### config.mk
export PLATFORM = sky130hd
export DESIGN_NAME = epoch_calendar_converter
export DESIGN_NICKNAME = d
export VERILOG_FILES = /design/src/hw/rtl/ecc_pkg.sv /design/src/hw/rtl/ecc_dp.sv /design/src/hw/rtl/ecc_ctrl.sv /design/src/hw/rtl/epoch_calendar_converter.sv
export VERILOG_INCLUDE_DIRS = /design/src /design/src/hw/rtl
export SDC_FILE = /design/constraint.sdc
export NUM_CORES = 2
export LEC_CHECK = 0
export ABC_CLOCK_PERIOD_IN_PS = 11300
export BUFFER_PORTS_ARGS = -buffer_cell sky130_fd_sc_hd__buf_4
export CAP_MARGIN = 10
export CORE_MARGIN = 5
export CORE_UTILIZATION = 67
export CTS_BUF_LIST = sky130_fd_sc_hd__clkbuf_4 sky130_fd_sc_hd__clkbuf_8
export DETAILED_ROUTE_END_ITERATION = 16
export PLACE_DENSITY = 0.82
export SYNTH_ARGS = -nofsm -noshare
export SYNTH_HDL_FRONTEND = slang
export SYNTH_HIERARCHICAL = 1
export SYNTH_SLANG_ARGS = --single-unit
### constraint.sdc
create_clock -name clk_i -period 11.3 [get_ports clk_i]
set_input_delay 1.13 -clock clk_i [delete_from_list [all_inputs] [get_ports clk_i]]
set_output_delay 1.13 -clock clk_i [all_outputs]
set_load 0.02 [all_outputs]
### src/hw/rtl/assert_macros.svh
// Assertion helpers shared by the RTL.
`ifndef ASSERT_MACROS_SVH
`define ASSERT_MACROS_SVH

// Same-cycle implication, disabled while reset is low.
`define ASSERT_IMP(lbl, clk, rstn, ante, cons) \
  lbl: assert property (@(posedge clk) disable iff (!rstn) (ante) |-> (cons)) \
    else $error("assertion failed: same-cycle implication");

// Next-cycle implication, disabled while reset is low.
`define ASSERT_NXT(lbl, clk, rstn, ante, cons) \
  lbl: assert property (@(posedge clk) disable iff (!rstn) (ante) |=> (cons)) \
    else $error("assertion failed: next-cycle implication");

`endif

### src/hw/rtl/ecc_pkg.sv
package ecc_pkg;

  // Input item
  typedef struct packed {
    logic        opcode;
    logic [31:0] in_seconds;
    logic [5:0]  in_second;
    logic [5:0]  in_minute;
    logic [4:0]  in_hour;
    logic [4:0]  in_day_of_month;
    logic [3:0]  in_month;
    logic [7:0]  in_year;
  } in_item_t;

  // Result item
  typedef struct packed {
    logic [31:0] out_seconds;
    logic [5:0]  out_second;
    logic [5:0]  out_minute;
    logic [4:0]  out_hour;
    logic [2:0]  out_weekday;
    logic [4:0]  out_day_of_month;
    logic [3:0]  out_month;
    logic [7:0]  out_year;
  } out_item_t;

  // Operation select on the input transfer
  localparam logic OpToFields  = 1'b0;
  localparam logic OpToSeconds = 1'b1;

  // Datapath operations issued by the controller
  typedef enum logic [4:0] {
    DP_NOP,
    DP_LOAD,
    DP_SPLIT_SEC,
    DP_SPLIT_MIN,
    DP_SPLIT_DAY,
    DP_WDAY,
    DP_YEAR_STEP,
    DP_MON_INIT,
    DP_MON_STEP,
    DP_F_LEAP_STEP,
    DP_F_MON_INIT,
    DP_F_MON_STEP,
    DP_F_DAY,
    DP_F_HOUR,
    DP_F_MIN,
    DP_F_SEC
  } dp_op_e;

  typedef struct packed {
    dp_op_e op;
  } ecc_cmd_t;

  typedef struct packed {
    logic year_fit;   // remaining days fall inside current year
    logic mon_fit;    // remaining days fall inside current month
    logic leap_done;  // leap-day scan reached target year
    logic fmon_done;  // month accumulation reached target month
  } ecc_status_t;

  // Time constants
  localparam logic [31:0] SecPerMin  = 32'd60;
  localparam logic [31:0] SecPerHour = 32'd3600;
  localparam logic [31:0] SecPerDay  = 32'd86400;
  localparam logic [31:0] SecPerYear = 32'd365 * SecPerDay;
  localparam logic [7:0]  EpochYear  = 8'd70;   // 1970 as years since 1900
  localparam logic [15:0] EpochWday  = 16'd4;   // 1 Jan 1970 was a Thursday

  // Reciprocals for division by constants
  localparam logic [31:0] Recip60 = 32'h8888_8889;  // ceil(2^37 / 60), 32-bit dividend
  localparam logic [17:0] Recip3  = 18'h2_AAAB;     // ceil(2^19 / 3), 18-bit dividend
  localparam logic [16:0] Recip7  = 17'd74899;      // ceil(2^19 / 7), 16-bit dividend

  // Gregorian rule over 1900..2155: century years 1900 and 2100 are common
  function automatic logic is_leap_f(logic [7:0] yr);
    return (yr[1:0] == 2'b00) && (yr != 8'd0) && (yr != 8'd200);
  endfunction

  // Days in month m (January = 0)
  function automatic logic [4:0] days_in_month_f(logic [3:0] m, logic leap);
    logic [4:0] len;
    if (m == 4'd1) begin
      len = leap ? 5'd29 : 5'd28;
    end else if (m inside {4'd3, 4'd5, 4'd8, 4'd10}) begin
      len = 5'd30;
    end else begin
      len = 5'd31;
    end
    return len;
  endfunction

endpackage

### src/hw/rtl/ecc_dp.sv
module ecc_dp (
  input  logic               clk_i,
  input  ecc_pkg::ecc_cmd_t  cmd_i,
  input  ecc_pkg::in_item_t  in_data_i,
  output ecc_pkg::ecc_status_t status_o,
  output ecc_pkg::out_item_t result_o
);
  import ecc_pkg::*;

  in_item_t    item_q;
  logic [31:0] acc_q;    // seconds being split, or running seconds total
  logic [15:0] days_q;
  logic [7:0]  year_q;
  logic [3:0]  mon_q;
  logic [7:0]  cnt_q;
  logic [5:0]  sec_q;
  logic [5:0]  min_q;
  logic [4:0]  hour_q;
  logic [2:0]  wday_q;

  logic [63:0] div60_prod;
  logic [26:0] div60_q;
  logic [5:0]  div60_r;
  logic [35:0] div24_prod;
  logic [15:0] div24_q;
  logic [4:0]  div24_r;
  logic [15:0] wday_num;
  logic [32:0] div7_prod;
  logic [13:0] div7_q;
  logic [2:0]  div7_r;
  logic        leap_y;
  logic [8:0]  ylen;
  logic [4:0]  mlen;
  logic [3:0]  mo_cap;
  logic [31:0] year_term;
  logic [31:0] fmon_add;
  logic [31:0] day_add;
  logic [31:0] hour_add;
  logic [31:0] min_add;

  // acc_q / 60 by reciprocal multiply; remainder is below 64, so 6 bits do
  assign div60_prod = 64'(acc_q) * 64'(Recip60);
  assign div60_q    = div60_prod[63:37];
  assign div60_r    = acc_q[5:0] - (div60_q[5:0] * 6'd60);

  // acc_q / 24 as (acc_q / 8) / 3; acc_q is below 2^21 at this point
  assign div24_prod = 36'(acc_q[20:3]) * 36'(Recip3);
  assign div24_q    = div24_prod[34:19];
  assign div24_r    = acc_q[4:0] - (div24_q[4:0] * 5'd24);

  // Weekday: (days + 4) mod 7, days at most 49710
  assign wday_num  = days_q + EpochWday;
  assign div7_prod = 33'(wday_num) * 33'(Recip7);
  assign div7_q    = div7_prod[32:19];
  assign div7_r    = wday_num[2:0] - (div7_q[2:0] * 3'd7);

  // Calendar lookups
  assign leap_y = is_leap_f(year_q);
  assign ylen   = leap_y ? 9'd365 + 9'd1 : 9'd365;
  assign mlen   = days_in_month_f(mon_q, leap_y);
  assign mo_cap = (item_q.in_month > 4'd12) ? 4'd12 : item_q.in_month;

  // Product terms, one used per cycle
  assign year_term = ({24'b0, in_data_i.in_year} - {24'b0, EpochYear}) * SecPerYear;
  assign fmon_add  = {27'b0, days_in_month_f(cnt_q[3:0], is_leap_f(item_q.in_year))}
                     * SecPerDay;
  assign day_add   = ({27'b0, item_q.in_day_of_month} - 32'd1) * SecPerDay;
  assign hour_add  = {27'b0, item_q.in_hour} * SecPerHour;
  assign min_add   = {26'b0, item_q.in_minute} * SecPerMin;

  // Status to controller
  always_comb begin
    status_o.year_fit  = (days_q < {7'b0, ylen});
    status_o.mon_fit   = (mon_q == 4'd11) || (days_q < {11'b0, mlen});
    status_o.leap_done = (cnt_q >= item_q.in_year);
    status_o.fmon_done = (cnt_q >= {4'b0, mo_cap});
  end

  // Datapath registers
  always_ff @(posedge clk_i) begin
    case (cmd_i.op)
      DP_LOAD: begin
        item_q <= in_data_i;
        acc_q  <= (in_data_i.opcode == OpToSeconds) ? year_term : in_data_i.in_seconds;
        cnt_q  <= EpochYear;
      end
      DP_SPLIT_SEC: begin
        sec_q <= div60_r;
        acc_q <= {5'b0, div60_q};
      end
      DP_SPLIT_MIN: begin
        min_q <= div60_r;
        acc_q <= {5'b0, div60_q};
      end
      DP_SPLIT_DAY: begin
        hour_q <= div24_r;
        days_q <= div24_q;
      end
      DP_WDAY: begin
        wday_q <= div7_r;
        year_q <= EpochYear;
      end
      DP_YEAR_STEP: begin
        days_q <= days_q - {7'b0, ylen};
        year_q <= year_q + 8'd1;
      end
      DP_MON_INIT: begin
        mon_q <= '0;
      end
      DP_MON_STEP: begin
        days_q <= days_q - {11'b0, mlen};
        mon_q  <= mon_q + 4'd1;
      end
      DP_F_LEAP_STEP: begin
        if (is_leap_f(cnt_q)) begin
          acc_q <= acc_q + SecPerDay;
        end
        cnt_q <= cnt_q + 8'd1;
      end
      DP_F_MON_INIT: begin
        cnt_q <= '0;
      end
      DP_F_MON_STEP: begin
        acc_q <= acc_q + fmon_add;
        cnt_q <= cnt_q + 8'd1;
      end
      DP_F_DAY:  acc_q <= acc_q + day_add;
      DP_F_HOUR: acc_q <= acc_q + hour_add;
      DP_F_MIN:  acc_q <= acc_q + min_add;
      DP_F_SEC:  acc_q <= acc_q + {26'b0, item_q.in_second};
      default: begin
      end
    endcase
  end

  // Result assembly; unused fields read as zero
  always_comb begin
    result_o = '0;
    if (item_q.opcode == OpToSeconds) begin
      result_o.out_seconds = acc_q;
    end else begin
      result_o.out_second       = sec_q;
      result_o.out_minute       = min_q;
      result_o.out_hour         = hour_q;
      result_o.out_weekday      = wday_q;
      result_o.out_day_of_month = days_q[4:0] + 5'd1;
      result_o.out_month        = mon_q;
      result_o.out_year         = year_q;
    end
  end

endmodule

### src/hw/rtl/ecc_ctrl.sv
module ecc_ctrl (
  input  logic                 clk_i,
  input  logic                 rst_ni,
  input  logic                 in_valid_i,
  input  logic                 opcode_i,
  input  logic                 out_free_i,
  input  ecc_pkg::ecc_status_t status_i,
  output logic                 in_ready_o,
  output logic                 out_load_o,
  output ecc_pkg::ecc_cmd_t    cmd_o
);
  import ecc_pkg::*;

  localparam logic [3:0] S_IDLE      = 4'd0;
  localparam logic [3:0] S_SPLIT_SEC = 4'd1;
  localparam logic [3:0] S_SPLIT_MIN = 4'd2;
  localparam logic [3:0] S_SPLIT_DAY = 4'd3;
  localparam logic [3:0] S_WDAY      = 4'd4;
  localparam logic [3:0] S_YEAR      = 4'd5;
  localparam logic [3:0] S_MONTH     = 4'd6;
  localparam logic [3:0] S_F_YEAR    = 4'd7;
  localparam logic [3:0] S_F_MONTH   = 4'd8;
  localparam logic [3:0] S_F_HOUR    = 4'd9;
  localparam logic [3:0] S_F_MIN     = 4'd10;
  localparam logic [3:0] S_F_SEC     = 4'd11;
  localparam logic [3:0] S_DONE      = 4'd12;

  logic [3:0] state_q, state_d;

  always_ff @(posedge clk_i or negedge rst_ni) begin
    if (!rst_ni) begin
      state_q <= S_IDLE;
    end else begin
      state_q <= state_d;
    end
  end

  // Sequencing
  always_comb begin
    state_d    = state_q;
    cmd_o.op   = DP_NOP;
    in_ready_o = 1'b0;
    out_load_o = 1'b0;
    case (state_q)
      S_IDLE: begin
        in_ready_o = 1'b1;
        if (in_valid_i) begin
          cmd_o.op = DP_LOAD;
          state_d  = (opcode_i == OpToSeconds) ? S_F_YEAR : S_SPLIT_SEC;
        end
      end
      // Split seconds, minutes, hours and days, then find the weekday, one stage per cycle
      S_SPLIT_SEC: begin
        cmd_o.op = DP_SPLIT_SEC;
        state_d  = S_SPLIT_MIN;
      end
      S_SPLIT_MIN: begin
        cmd_o.op = DP_SPLIT_MIN;
        state_d  = S_SPLIT_DAY;
      end
      S_SPLIT_DAY: begin
        cmd_o.op = DP_SPLIT_DAY;
        state_d  = S_WDAY;
      end
      S_WDAY: begin
        cmd_o.op = DP_WDAY;
        state_d  = S_YEAR;
      end
      // Peel whole years off the day count
      S_YEAR: begin
        if (status_i.year_fit) begin
          cmd_o.op = DP_MON_INIT;
          state_d  = S_MONTH;
        end else begin
          cmd_o.op = DP_YEAR_STEP;
        end
      end
      S_MONTH: begin
        if (status_i.mon_fit) begin
          state_d = S_DONE;
        end else begin
          cmd_o.op = DP_MON_STEP;
        end
      end
      // Add one leap day per leap year since 1970
      S_F_YEAR: begin
        if (status_i.leap_done) begin
          cmd_o.op = DP_F_MON_INIT;
          state_d  = S_F_MONTH;
        end else begin
          cmd_o.op = DP_F_LEAP_STEP;
        end
      end
      S_F_MONTH: begin
        if (status_i.fmon_done) begin
          cmd_o.op = DP_F_DAY;
          state_d  = S_F_HOUR;
        end else begin
          cmd_o.op = DP_F_MON_STEP;
        end
      end
      S_F_HOUR: begin
        cmd_o.op = DP_F_HOUR;
        state_d  = S_F_MIN;
      end
      S_F_MIN: begin
        cmd_o.op = DP_F_MIN;
        state_d  = S_F_SEC;
      end
      S_F_SEC: begin
        cmd_o.op = DP_F_SEC;
        state_d  = S_DONE;
      end
      // Hand result to the output register once it has room
      S_DONE: begin
        if (out_free_i) begin
          out_load_o = 1'b1;
          state_d    = S_IDLE;
        end
      end
      default: begin
        state_d = S_IDLE;
      end
    endcase
  end

endmodule

### src/hw/rtl/epoch_calendar_converter.sv
// Seconds to fields: after the load the input is split into seconds, minutes, hours
// and days, the weekday is found, then whole years and months come off the day count.
// Fields to seconds: leap days, then whole months are added in scan loops, then the
// day, hour, minute and second terms. One transfer is in flight; the next input is
// taken once the controller is back in idle, after the result enters the output
// register. Reset (rst_ni, async low) idles the controller.
`include "assert_macros.svh"

module epoch_calendar_converter (
  input  logic               clk_i,
  input  logic               rst_ni,
  input  logic               in_valid_i,
  output logic               in_ready_o,
  input  ecc_pkg::in_item_t  in_data_i,
  output logic               out_valid_o,
  input  logic               out_ready_i,
  output ecc_pkg::out_item_t out_data_o
);
  import ecc_pkg::*;

  ecc_cmd_t    cmd;
  ecc_status_t status;
  out_item_t   result;
  out_item_t   out_q;
  logic        out_valid_q;
  logic        out_free;
  logic        out_load;

  assign out_free = !out_valid_q || out_ready_i;

  ecc_ctrl u_ctrl (
    .clk_i      (clk_i),
    .rst_ni     (rst_ni),
    .in_valid_i (in_valid_i),
    .opcode_i   (in_data_i.opcode),
    .out_free_i (out_free),
    .status_i   (status),
    .in_ready_o (in_ready_o),
    .out_load_o (out_load),
    .cmd_o      (cmd)
  );

  ecc_dp u_dp (
    .clk_i     (clk_i),
    .cmd_i     (cmd),
    .in_data_i (in_data_i),
    .status_o  (status),
    .result_o  (result)
  );

  // Output register
  always_ff @(posedge clk_i or negedge rst_ni) begin
    if (!rst_ni) begin
      out_valid_q <= 1'b0;
    end else if (out_load) begin
      out_valid_q <= 1'b1;
    end else if (out_ready_i) begin
      out_valid_q <= 1'b0;
    end
  end

  always_ff @(posedge clk_i) begin
    if (out_load) begin
      out_q <= result;
    end
  end

  assign out_valid_o = out_valid_q;
  assign out_data_o  = out_q;

  // Checks
  `ASSERT_NXT(a_busy_after_accept, clk_i, rst_ni, in_valid_i && in_ready_o, !in_ready_o)
  `ASSERT_IMP(a_no_overwrite, clk_i, rst_ni, out_load, !out_valid_q || out_ready_i)
  `ASSERT_IMP(a_month_range, clk_i, rst_ni, out_valid_o, out_data_o.out_month < 4'd12)
endmodule

# Yosys cells after proc, flatten, opt, wreduce, memory -nomap -nowiden
# Cells that the tools add are included.
# word_totals
register_bits	197
in_bits	71
# op_classes
addsub	18
multipliers	11
n_lt_le_gt_ge	5
n_eq_ne	48
muxes	34
n_reduce_logical	28
# op_table
operator	n
$pmux 32 s8	1
$mul 32x32->64 const B	1
$mux 32	2
$pmux 5 s12	1
$pmux 4 s13	1
$pmux 16 s3	1
$eq 4x4->1 const B	10
$eq 5x4->1 const B	8
$mul 18x18->35 const B	1
$add 32x12->32	1
$add 32x17->32	1
$add 32x17->32 const B	1
$add 32x22->32	1
$add 32x32->32	1
$add 32x6->32	1
$mul 32x10->25 const B	1
$mul 32x18->25 const B	1
$mux 4	8
$reduce_bool 8->1	4
$eq 4x3->1 const B	6
$ne 8x8->1 const B	3
$pmux 8 s3	1
$mul 16x17->22 const B	1
$eq 5x3->1 const B	4
other kinds (45)	83

# Longest topological paths before layout
# depth
depth_word	13
depth_mapped	33
depth_no_buf	33

# Modules after synthesis
# The synthesis kept the hierarchy.
# modules_own_cells
module	instances	cells_each	area_per_inst_um2	seq_area_each_um2
ecc_dp	1	3796	34750.8	3693.5
epoch_calendar_converter	1	72	2119.5	2097.0
ecc_ctrl	1	62	465.4	100.1

# Least setup slack after synthesis
# Ideal clock, no wire load.
# synth_timing
path_kind	register to register
start	reg u_dp.acc_q[5]
end	reg u_dp.min_q[5] (data pin)
setup_ns	0.264
t_arrival_ns	7.074
required_time_ns	11.036
path_slack_ns	3.962
path_stages_with_launch	24
n_path_buf	0
period_less_slack_ns	7.338
cell_sequence	edfxtp_1 -> ha_1 -> inv_1 -> fa_1 -> fa_1 -> inv_1 -> fa_1 -> fa_1 -> fa_1 -> fa_1 -> ha_1 -> and3_1 -> and3_1 -> nand4_1 -> o31ai_2 -> xor2_1 -> ha_1 -> ha_1 -> ha_1 -> inv_1 -> ha_1 -> a21oi_1 -> xnor2_1 -> xnor2_1
# synth_between
elab_chain_cells	3
# synth_rtl
item	line_no	rtl
start: declaration	ecc_dp.sv:11	logic [31:0] acc_q;
start signal: assignment	ecc_dp.sv:84	acc_q <= (in_data_i.opcode == OpToSeconds) ? year_term : in_data_i.in_seconds;
start signal: assignment	ecc_dp.sv:89	acc_q <= {5'b0, div60_q};
start signal: assignment	ecc_dp.sv:93	acc_q <= {5'b0, div60_q};
$mul 32x32->64	ecc_dp.sv:42	assign div60_prod = 64'(acc_q) * 64'(Recip60);
$mul 6x4->4	ecc_dp.sv:44	assign div60_r = acc_q[5:0] - (div60_q[5:0] * 6'd60);
$sub 6x6->6 (*)	ecc_dp.sv:44	
net u_dp.div60_r[5]	ecc_dp.sv:23	logic [5:0] div60_r;
end signal: assignment	ecc_dp.sv:92	min_q <= div60_r;
end: declaration	ecc_dp.sv:17	logic [5:0] min_q;
# Mark *: on every way through the listed nets, which the timed path passes. The rest lies on a longest branch.
# A chain may end at the register's enable or synchronous reset.

# Worst setup path after layout
# layout_timing
start	reg u_dp.acc_q[10]
end	reg u_dp.sec_q[5] (data pin)
# layout_between
elab_chain_cells	3
# layout_rtl
item	line_no	rtl
$mul 32x32->64	ecc_dp.sv:42	
$mul 6x4->4	ecc_dp.sv:44	
$sub 6x6->6	ecc_dp.sv:44	
net u_dp.div60_r[5]	ecc_dp.sv:23	
end signal: assignment	ecc_dp.sv:88	sec_q <= div60_r;
end: declaration	ecc_dp.sv:16	logic [5:0] sec_q;
# The timed path passes the listed nets, and every way through them passes these cells.

==> impl_metrics.tcl <==
set metrics [dict create \
    nets 5282 \
    portBuffers 141 \
    drt_pass1_iterations 6 \
    timing_hold_violations_final 0 \
    grt_max_degree 60 \
    fillers 4123 \
    ys_top_cells_by_count "ha_1 (773), inv_1 (752), fa_1 (381)" \
    wire_per_inst_um 21.78 \
    synthArstFlopShare_pct 2.538 \
    vias_per_cell 6.184 \
    layout_min_cycle_time_ns 8.405 \
    synth_top_flop_cell "edfxtp_1" \
    wl_met1_um 41580 \
    drtAntennaViolNets 0 \
    cts_max_level 4 \
    clkSlewWorstSetupHoldPaths_ns 0.13 \
    critical-path-slowest-cell "edfxtp_1" \
    synth_area_leaders "ha_1 (26%), fa_1 (20%), edfxtp_1 (15%), inv_1 (7.6%), xnor2_1 (3.3%)" \
    drive_above_1_share_pct 6.880 \
    hold_path.class "input pin to async pin" \
    ios 142 \
    drt_iter0_drc 2953 \
    yosys_warnings 6 \
    seqCellArea_sq_um 5891 \
    syn_area_sq_um 37340 \
    die_y_um 246.1 \
    fmax_ghz 0.1190 \
    cp-start-kind "flip-flop" \
    cts_root_buf "clkbuf_8" \
    synth_top_area_share_pct 25.90 \
    antenna_found_initial 0 \
    setup_viol 0 \
    numCtsBuffers 17 \
    grt_usage_pct 34.70 \
    status "finished clean" \
    clock_sinks 197 \
    grt_pass1_vias 29740 \
    synthCells 3930 \
    path_max_fanout 15 \
    syn_avg_cell_area_sq_um 9.500 \
    cp_cell_sequence "inv_1 > fa_1 > inv_1 > fa_1 > fa_1 > fa_1 > fa_1 > ha_1 > ha_1 > and3_1 > and3_1 > nor3b_1 > a211o_1 > xnor2_1 > ha_1 > ha_1 > ha_1 > inv_1 > ha_1 > a21oi_1 > xnor2_1 > xnor2_1" \
    area_growth_pct 6.692 \
    route.met3.wl_um 10440 \
    die_w_um 246.1 \
    fin_skew_ns 0.03756 \
    dieArea_sq_um 60550 \
    rsz0062_at_grt "no" \
    min_period_over_period_pct 74.38 \
    place.gp.congestion 1.027 \
    yosysMostFrequentCell "ha_1" \
    slew_viol_final 0 \
    hold_ws_ns 0.3232 \
    cts_resized 0 \
    slew-limit-headroom_pct 18.80 \
    critPathRequiredTime_ns 11.66 \
    cpPeakStageDelay_ns 0.97 \
    ys_seq_elements 197 \
    top_layer_used "met4" \
    num_rows 86 \
    syn-num-nets 5155 \
    synth_cell_types 100 \
    yosysTopAreaCell "ha_1" \
    maxCapViolCount 0 \
    initial_core_util_pct 67.64 \
    fin_area_sq_um 39830 \
    cts_buffer_depth 2 \
    ctsHoldBuffers 0 \
    end_kind "flip-flop" \
    drc_errors 0 \
    multi_input_area_sq_um 28260 \
    worst_path_most_repeated_cell "ha_1" \
    critPathArrivalTime_ns 8.77 \
    clock_latency_ns 0.60 \
    tns_ns 0 \
    ys_seq_area_share_pct 15.78 \
    cts_tree "done" \
    cts_setup_buffers 0 \
    synth_edf_count 192 \
    vias 29800 \
    tightest_slew_ns 1.217 \
    drt_wl_total_um 105000 \
    wl_met2_um 47740 \
    overflow 0 \
    grt_pass1_wl_um 164000 \
    placed_cell_area_sq_um 39400 \
    dp_hpwl_um 87120 \
    worstSetupPathType "flip-flop to flip-flop" \
    core_area_sq_um 55200 \
]
metrics by stage:
stage               instances  utilization, %  setup slack [ns]
CTS                      4817           72.15             2.940
detailed placement       4785           71.38             2.998
floorplan                3930               -             3.962
global route             4818           72.16             2.569
global placement         4785           71.38             3.082
finish                   4819           72.16             2.895
worst max-delay path, delay by kind of cell, from the launching register on:
family / cells / cell delay [ns]
xor gates and xnor gates: 3 / 0.98
adders and majority gates: 11 / 4.72
DFF: 1 / 0.97
buffers and inverters: 3 / 0.48
AOI/OAI and AO/OA: 2 / 0.48
and+or+nand+nor: 3 / 0.55
kinds of logic after synthesis:
logic type	synth area share, %
multiplexers	0.8747
AO/OA/AOI/OAI	13.26
AND/OR/NAND/NOR	9.789
adder cells (fa/ha/maj)	46.33
flip-flops	15.78
buffers and inverters	8.559
other	0.02011
XOR/XNOR	5.385
layer usage:
metal | track usage (%) | vias up
li1 | - | 13690
met1 | 46.07 | 14360
met2 | 55.87 | 1453
met3 | 7.279 | 301
met4 | 14.21 | 0
met5 | 0 | -
final timing paths:
check                                from                 to  slack [ns]  cells past startpoint
max                        u_dp/acc_q[10]      u_dp/sec_q[5]        2.90                     22
min                                rst_ni  u_ctrl/state_q[1]        0.32                      1
max reg2reg                u_dp/acc_q[10]      u_dp/sec_q[5]        2.90                     22
min reg2reg                u_dp/hour_q[1]     out_data_o[21]        0.54                      1
max in group asynchronous          rst_ni        out_valid_o       10.87                      1
min in group clk_i         u_dp/hour_q[1]     out_data_o[21]        0.54                      1
cell usage in the layout (no fill, tap or decap), types with 15 or more instances in the layout:
cell,count
ha_1,773
inv_1,752
fa_1,381
a21oi_1,204
buf_4,195
edfxtp_1,192
nor2_1,162
nand2_1,146
xnor2_1,139
o21ai_0,99
xor2_1,88
a21o_1,76
nand3_1,74
nor3_1,61
o21ai_1,55
nor2b_1,54
and2_1,46
nand2b_1,40
nand4_1,39
and3_1,37
o21bai_1,36
mux2i_1,27
o21a_1,26
o22ai_1,22
clkbuf_8,17
o211ai_1,17
a31oi_1,16
a221oi_1,15
o221ai_1,15
state kept, by name, summed over array words and instances (netlist names):
signal	cells
out_data_o	69
u_dp/item_q	35
u_dp/acc_q	32
u_dp/days_q	16
u_dp/cnt_q	8
u_dp/year_q	8
u_dp/min_q	6
u_dp/sec_q	6
u_dp/hour_q	5
u_ctrl/state_q	4
u_dp/mon_q	4
u_dp/wday_q	3
out_valid_o	1
cell type report:
cell class / count / area share (%)
multi-input combinational: 2885 / 70.95
sequential: 197 / 14.79
inverter: 760 / 7.161
timing repair buffer: 196 / 3.694
tap: 748 / 2.349
clock buffer: 17 / 0.5874
clock inverter: 15 / 0.4680
antenna: 1 / 0.006282
Power is not shown: default switching activity piles up to over one toggle a cycle in this logic, so the estimate is an artifact.
